### src/design/lbc_pkg.sv
// shared types and constants of the layer blend compositor
// no dependencies
`timescale 1ns / 1ps
`default_nettype none

package lbc_pkg;

	localparam int FIELD_LAYERS = 6;
	localparam int CH_W = 8;
	localparam int PIX_W = 3 * CH_W;
	localparam int OP_W = 7;
	localparam int SUM_W = 15;
	localparam int DIV100_MUL_W = 13;
	localparam int DIV100_SHIFT = 19;

	localparam logic [OP_W-1:0] OPACITY_FULL = 7'd100;
	localparam logic [DIV100_MUL_W-1:0] DIV100_MUL = 13'd5243;

	typedef logic [2:0] cfg_idx_t;
	localparam cfg_idx_t REG_ENABLE = 3'd0;
	localparam cfg_idx_t REG_MODES = 3'd1;
	localparam cfg_idx_t REG_OPACITY0 = 3'd2;

	typedef logic [2:0][CH_W-1:0] rgb_t;
	localparam rgb_t WHITE = {3{8'hFF}};

	typedef enum logic [3:0] {
		MODE_NORMAL     = 4'd0,
		MODE_AVERAGE    = 4'd1,
		MODE_MULTIPLY   = 4'd2,
		MODE_SCREEN     = 4'd3,
		MODE_DARKEN     = 4'd4,
		MODE_LIGHTEN    = 4'd5,
		MODE_DIFFERENCE = 4'd6,
		MODE_OVERLAY    = 4'd7,
		MODE_HARD_LIGHT = 4'd8,
		MODE_SUM        = 4'd9,
		MODE_XOR        = 4'd10,
		MODE_AND        = 4'd11,
		MODE_OR         = 4'd12
	} mode_t;

	typedef struct packed {
		mode_t mode;
		logic [OP_W-1:0] op;
	} layer_cfg_t;

endpackage

`default_nettype wire

### src/design/lbc_cell.sv
// one layer cell: blend mix, opacity multiply-add, divide by 100
// three register stages with bubble-collapsing flow control; depends on lbc_pkg
`timescale 1ns / 1ps
`default_nettype none

module lbc_cell #(
	parameter int LAYER_COUNT = 6,
	parameter int LAYER = 0
) (
	input  wire logic clk,
	input  wire logic arst_n,
	input  wire lbc_pkg::layer_cfg_t cfg,
	input  wire logic in_valid,
	output logic in_ready,
	input  wire lbc_pkg::rgb_t base_in,
	input  wire logic [LAYER_COUNT-1:0][lbc_pkg::PIX_W-1:0] pix_in,
	output logic out_valid,
	input  wire logic out_ready,
	output lbc_pkg::rgb_t base_out,
	output logic [LAYER_COUNT-1:0][lbc_pkg::PIX_W-1:0] pix_out
);

	localparam int CW = lbc_pkg::CH_W;
	localparam int SW = lbc_pkg::SUM_W;
	localparam int QW = SW + lbc_pkg::DIV100_MUL_W;

	logic valid_s1, valid_s2, valid_s3;
	logic ld1, ld2, ld3;

	lbc_pkg::rgb_t top;
	lbc_pkg::rgb_t mix;
	lbc_pkg::rgb_t base_s1, mix_s1, base_s3;
	logic [2:0][SW-1:0] sum;
	logic [2:0][SW-1:0] sum_s2;
	lbc_pkg::rgb_t quot;
	logic [LAYER_COUNT-1:0][lbc_pkg::PIX_W-1:0] pix_s1, pix_s2, pix_s3;

	assign top = lbc_pkg::rgb_t'(pix_in[LAYER]);

	assign ld3 = !valid_s3 || out_ready;
	assign ld2 = !valid_s2 || ld3;
	assign ld1 = !valid_s1 || ld2;
	assign in_ready = ld1;

	// blend mix, one shared multiplier per channel
	always_comb begin
		for (int c = 0; c < 3; c++) begin
			logic [CW-1:0] b, t, x, y, s, pv;
			logic [2*CW-1:0] p;
			logic [CW:0] add;
			logic inv, sh7;
			b = base_in[c];
			t = top[c];
			inv = 1'b0;
			sh7 = 1'b0;
			case (cfg.mode)
				lbc_pkg::MODE_SCREEN: inv = 1'b1;
				lbc_pkg::MODE_OVERLAY: begin
					sh7 = 1'b1;
					inv = b[CW-1];
				end
				lbc_pkg::MODE_HARD_LIGHT: begin
					sh7 = 1'b1;
					inv = t[CW-1];
				end
				default: ;
			endcase
			x = inv ? ~b : b;
			y = inv ? ~t : t;
			p = (2*CW)'(x) * (2*CW)'(y);
			s = sh7 ? p[2*CW-2:CW-1] : p[2*CW-1:CW];
			pv = inv ? ~s : s;
			add = {1'b0, b} + {1'b0, t};
			case (cfg.mode)
				lbc_pkg::MODE_AVERAGE:    mix[c] = add[CW:1];
				lbc_pkg::MODE_MULTIPLY,
				lbc_pkg::MODE_SCREEN,
				lbc_pkg::MODE_OVERLAY,
				lbc_pkg::MODE_HARD_LIGHT: mix[c] = pv;
				lbc_pkg::MODE_DARKEN:     mix[c] = (b < t) ? b : t;
				lbc_pkg::MODE_LIGHTEN:    mix[c] = (b > t) ? b : t;
				lbc_pkg::MODE_DIFFERENCE: mix[c] = (b > t) ? b - t : t - b;
				lbc_pkg::MODE_SUM:        mix[c] = add[CW-1:0];
				lbc_pkg::MODE_XOR:        mix[c] = b ^ t;
				lbc_pkg::MODE_AND:        mix[c] = b & t;
				lbc_pkg::MODE_OR:         mix[c] = b | t;
				default:                  mix[c] = t;
			endcase
		end
	end

	// base*100 + op*(mix-base), never negative
	always_comb begin
		for (int c = 0; c < 3; c++) begin
			logic signed [CW:0] d;
			logic signed [CW+lbc_pkg::OP_W+1:0] pr;
			logic [SW-1:0] b100;
			logic signed [CW+lbc_pkg::OP_W+1:0] tot;
			d = $signed({1'b0, mix_s1[c]}) - $signed({1'b0, base_s1[c]});
			pr = $signed({1'b0, cfg.op}) * d;
			b100 = SW'(base_s1[c]) * SW'(lbc_pkg::OPACITY_FULL);
			tot = $signed({2'b00, b100}) + pr;
			sum[c] = tot[SW-1:0];
		end
	end

	// floor division by 100 through a reciprocal, exact below 25600
	always_comb begin
		for (int c = 0; c < 3; c++) begin
			logic [QW-1:0] qp;
			qp = QW'(sum_s2[c]) * QW'(lbc_pkg::DIV100_MUL);
			quot[c] = qp[lbc_pkg::DIV100_SHIFT +: CW];
		end
	end

	always_ff @(posedge clk or negedge arst_n) begin
		if (!arst_n) begin
			valid_s1 <= 1'b0;
			valid_s2 <= 1'b0;
			valid_s3 <= 1'b0;
		end else begin
			if (ld1) valid_s1 <= in_valid;
			if (ld2) valid_s2 <= valid_s1;
			if (ld3) valid_s3 <= valid_s2;
		end
	end

	always_ff @(posedge clk) begin
		if (ld1 && in_valid) begin
			base_s1 <= base_in;
			mix_s1 <= mix;
			pix_s1 <= pix_in;
		end
		if (ld2 && valid_s1) begin
			sum_s2 <= sum;
			pix_s2 <= pix_s1;
		end
		if (ld3 && valid_s2) begin
			base_s3 <= quot;
			pix_s3 <= pix_s2;
		end
	end

	assign out_valid = valid_s3;
	assign base_out = base_s3;
	assign pix_out = pix_s3;

endmodule

`default_nettype wire

### config.mk
export PLATFORM = sky130hd
export DESIGN_NAME = lbc_cell
export DESIGN_NICKNAME = d
export VERILOG_FILES = /design/src/design/lbc_pkg.sv /design/src/design/lbc_cell.sv
export SDC_FILE = /design/constraint.sdc
export NUM_CORES = 2
export LEC_CHECK = 0
export ABC_CLOCK_PERIOD_IN_PS = 7650
export BUFFER_PORTS_ARGS = -buffer_cell sky130_fd_sc_hd__buf_2
export CORE_ASPECT_RATIO = 1.1
export CORE_MARGIN = 10
export CORE_UTILIZATION = 45
export CTS_BUF_LIST = sky130_fd_sc_hd__clkbuf_8
export DETAILED_ROUTE_END_ITERATION = 6
export HOLD_SLACK_MARGIN = 0.02
export PLACE_DENSITY_LB_ADDON = 0.3
export SLEW_MARGIN = 20
export SYNTH_ARGS = -nofsm -noshare
export SYNTH_HDL_FRONTEND = slang
export SYNTH_SLANG_ARGS = --single-unit
### constraint.sdc
create_clock -name clk -period 7.65 [get_ports clk]
set_input_delay 2.295 -clock clk [delete_from_list [all_inputs] [get_ports clk]]
set_output_delay 2.295 -clock clk [all_outputs]
set_load 0.05 [all_outputs]
Yosys cells after proc, flatten, opt, wreduce, memory -nomap -nowiden
Index checks and enable logic that the tools add are counted.

Flip-flop bits (word level): 552. Input port bits: 183.

$add $sub $neg: 15. Multiply operators: 12. Magnitude comparators: 6. Equality and inequality tests: 12. Muxes and demuxes: 28. Bitwise gates (word level): 18. Reductions and logical operators: 11.

Operator list (number): $pmux 8 s9 (3); $mux 8 (21); $mul 15x13->27 const B (3); $not 8->8 (9); $mul 8x8->16 (3); $sub 8x8->8 (6); $add 15x15->15 (3); $mul 8x9->15 (3); $mul 8x5->13 const B (3); $add 8x8->9 (3); $sub 8x8->9 (3); $and 8x8->8 (3); $gt 8x8->1 (3); $lt 8x8->1 (3); $or 8x8->8 (3); $xor 8x8->8 (3); $eq 4x4->1 const B (5); $eq 4x3->1 const B (4); $pmux 1 s3 (3); $eq 4x2->1 const B (2); $eq 4x1->1 const B (1); $reduce_or 4->1 (1); $logic_and 1x1->1 (3); $logic_not 1->1 (3); 3 further kinds (5).

Logic depth before layout (Yosys ltp)
Word-level depth: 8. Mapped depth: 30. Mapped depth without buffers: 30.

Least setup slack after synthesis
Ideal clock, no wire load.

Kind: input port to flip-flop. From: in cfg[7] (netlist bit). To: reg mix_s1[7] (netlist bit) (data pin). Setup time: 272 ps. Arrival time: 7950 ps. Path slack: -572 ps. Stages on the path: 25. Cells stage by stage: buf_2 and3b_1 buf_6 a22oi_2 clkbuf_1 clkbuf_1 clkbuf_1 nand3_1 o21ai_0 fa_1 fa_1 fa_1 inv_1 fa_1 inv_1 ha_1 clkbuf_1 a21oi_1 o221ai_2 a31oi_4 nor2b_1 o221a_2 nor3_1 mux2i_1 a2bb2oi_1.

RTL lines: start: declaration (RTL line lbc_cell.sv:12) `input wire lbc_pkg::layer_cfg_t cfg,`; end signal: assignment (RTL line lbc_cell.sv:131) `mix_s1 <= mix;`; end: declaration (RTL line lbc_cell.sv:32) `lbc_pkg::rgb_t base_s1, mix_s1, base_s3;`.

==> impl_metrics.json <==
{
  "status": "complete, no violations",
  "drive_above_1_share_pct": 14.6,
  "port_buffers": 352,
  "cts-root-buf": "clkbuf_8",
  "wl_mm": 120,
  "worstSetupStartpointType": "input pin",
  "rows": 128,
  "fmax_mhz": 139,
  "grt_usage_pct": 19.2,
  "grt_antenna_before_repair": 21,
  "die_area_um2": 125000,
  "cp-end-kind": "flop",
  "initial_core_util_pct": 45.2,
  "drv_cap": 0,
  "area_growth_pct": 12.7,
  "ctsHoldBuffers": 0,
  "place.gp.congestion": 0.927,
  "clock_sinks": 552,
  "holdWs_ns": 0.361,
  "fin_skew_ns": 0.0592,
  "finalSetupViolations": 0,
  "route.detailed.wl_per_inst_um": 18.2,
  "grt-ovfl-total": 0,
  "nFillCells": 9966,
  "mostFrequentLayoutCells": "915 x inv_1, 682 x ha_1, 549 x edfxtp_1",
  "vias": 33800,
  "cts_buffers": 91,
  "cts_resized": 0,
  "htreeDepth": 3,
  "finalCritPeriodShare_pct": 94.1,
  "grt_pass1_vias": 35100,
  "path_max_fanout": 13,
  "synth_edf_count": 549,
  "slew_viol_final": 0,
  "slew_headroom_pct": 24.2,
  "fin_nets": 6421,
  "final_util_pct": 50.9,
  "finalWorstSetupSlack_ns": 0.452,
  "clkTransAtPathRegs_ns": 0.07,
  "clk_latency_ns": 0.79,
  "multi_input_area_um2": 29500,
  "cp.required_ns": 8.18,
  "async_flop_share_pct": 0.543,
  "drcViolationCount": 0,
  "rsz0062_at_grt": "no",
  "cts_tree": "yes",
  "viasPerCell": 5.15,
  "ioPinCount": 353,
  "hpwl_mm": 94.8,
  "criticalPathCategory": "in2reg",
  "synth_area_um2": 50000,
  "drtIter0Drc": 1982,
  "core_um2": 111000,
  "syn_inst": 4586,
  "clockBufferDepth": 3,
  "yosys_most_used_dff": "edfxtp_1",
  "regArea_um2": 16600,
  "grt_pass1_wl_mm": 190,
  "die-width_um": 338,
  "fin_crit_ns": 7.20,
  "dr.pass1.iters": 5,
  "hold_viol": 0,
  "synth_fp_nets": 5955,
  "grt_max_degree": 162,
  "final_common_cell": "inv_1",
  "postRouteAntennaNets": 0,
  "tightest_slew_ns": 1.13,
  "hp-class": "reg2reg",
  "post-cts-setup-buffers": 0,
  "die_h_um": 369,
  "yosys_warnings": 0,
  "synth.distinct_cells": 84,
  "synth_seq_cells": 552,
  "ys_seq_area_share_pct": 33.1,
  "syn_area_per_cell_um2": 10.9,
  "place_worst_setup_slack_ns": -0.398,
  "arrival_ns": 7.73
}
[worst paths after layout]
check	startpoint	to	slack (ns)	depth (start not counted)
worst max register to register	base_s1[16]	sum_s2[44]	1.05	27
max in group asynchronous	arst_n	valid_s2	6.21	1
worst min-delay path	pix_s2[46]	pix_out[46]	0.36	0
min in group asynchronous	arst_n	out_valid	1.33	1
worst min register to register	pix_s2[46]	pix_out[46]	0.36	0
worst max-delay path	cfg[9]	mix_s1[12]	0.45	24
[final cells by class]
type / count / share of cell area, %
diodes: 13 / 0.0578
well taps: 1430 / 3.18
inverters: 896 / 5.97
flip-flops and latches: 552 / 29.4
clock buffers: 91 / 2.22
repair buffers: 536 / 5.67
multi-input cells: 2975 / 52.5
clock inverters: 69 / 0.993
[through the flow]
step	cells	setup TNS, ns	cell area, um2
global placement	6389	-4.44	54500
CTS	6549	0	56300
finish	6562	0	56300
global route	6557	0	56300
floorplan	4586	-0.322	50100
detailed placement	6389	-5.82	54500
[state kept, by name, indices dropped and copies added (netlist names)]
register	cells
out_valid	1
pix_s2	144
base_out	24
base_s1	24
pix_s1	144
pix_out	144
mix_s1	24
valid_s1	1
valid_s2	1
sum_s2	45
[layer usage]
metal  global-route usage [%]  share of wire (%)  up-vias  wire length [um]
met5                        0              0.064        -                76
met4                     5.73                2.6       14              3090
met3                     3.11                5.1      190              6110
met2                     33.5                 51      815             60600
met1                     24.1                 42    16500             49700
li1                         -                  -    16300                 -
[cell usage after synthesis, types with 10 or more instances]
master	n	share of area [%]
nor2_1	162	1.2
o21bai_1	42	0.63
a21o_1	32	0.48
nor4_1	11	0.14
a21oi_1	212	2.1
nand2b_1	27	0.34
nand3_1	120	1.2
o21ai_0	223	2.2
or3_1	21	0.26
nand2_1	205	1.5
xor2_1	41	0.72
fa_1	504	20
buf_1	16	0.12
or2_2	30	0.38
o31ai_1	10	0.15
inv_1	895	6.7
o221ai_1	23	0.40
nor2b_1	33	0.41
ha_1	682	17
and2_1	123	1.5
a221oi_1	23	0.40
mux2i_1	36	0.72
and3_1	15	0.19
xnor2_1	146	2.6
o211ai_1	16	0.24
a211oi_1	16	0.24
clkbuf_1	141	1.1
edfxtp_1	549	33
o21a_1	43	0.65
nor3_1	49	0.49
[critical path, stage by stage]
cell,delay (ns)
buf_2,0.12
buf_4,0.21
nand2b_1,0.11
a22oi_4,0.40
buf_4,0.26
or2_2,0.15
o21ai_0,0.12
fa_1,0.41
fa_1,0.46
ha_1,0.28
inv_1,0.05
fa_1,0.47
inv_1,0.04
ha_1,0.28
a21o_1,0.18
a21o_1,0.20
a2111o_1,0.43
a31o_2,0.24
a21oi_2,0.18
xnor2_1,0.15
o211ai_2,0.10
xnor2_1,0.29
o2111a_1,0.23
a21oi_2,0.04
[kinds of logic (layout without fill, tap and decap cells)]
family	count (synthesis)	in the layout	synth area share [%]
multiplexers	41	41	0.834
AND/OR/NAND/NOR	819	819	8.08
buffers and inverters	1059	1592	7.99
adder cells (fa/ha/maj)	1186	1186	37.3
other	0	13	0
XOR/XNOR	187	187	3.28
flip-flops	552	552	33.1
AO/OA/AOI/OAI	742	742	9.40
Power is not shown: default switching activity piles up to over one toggle a cycle in this logic, so the estimate is an artifact.
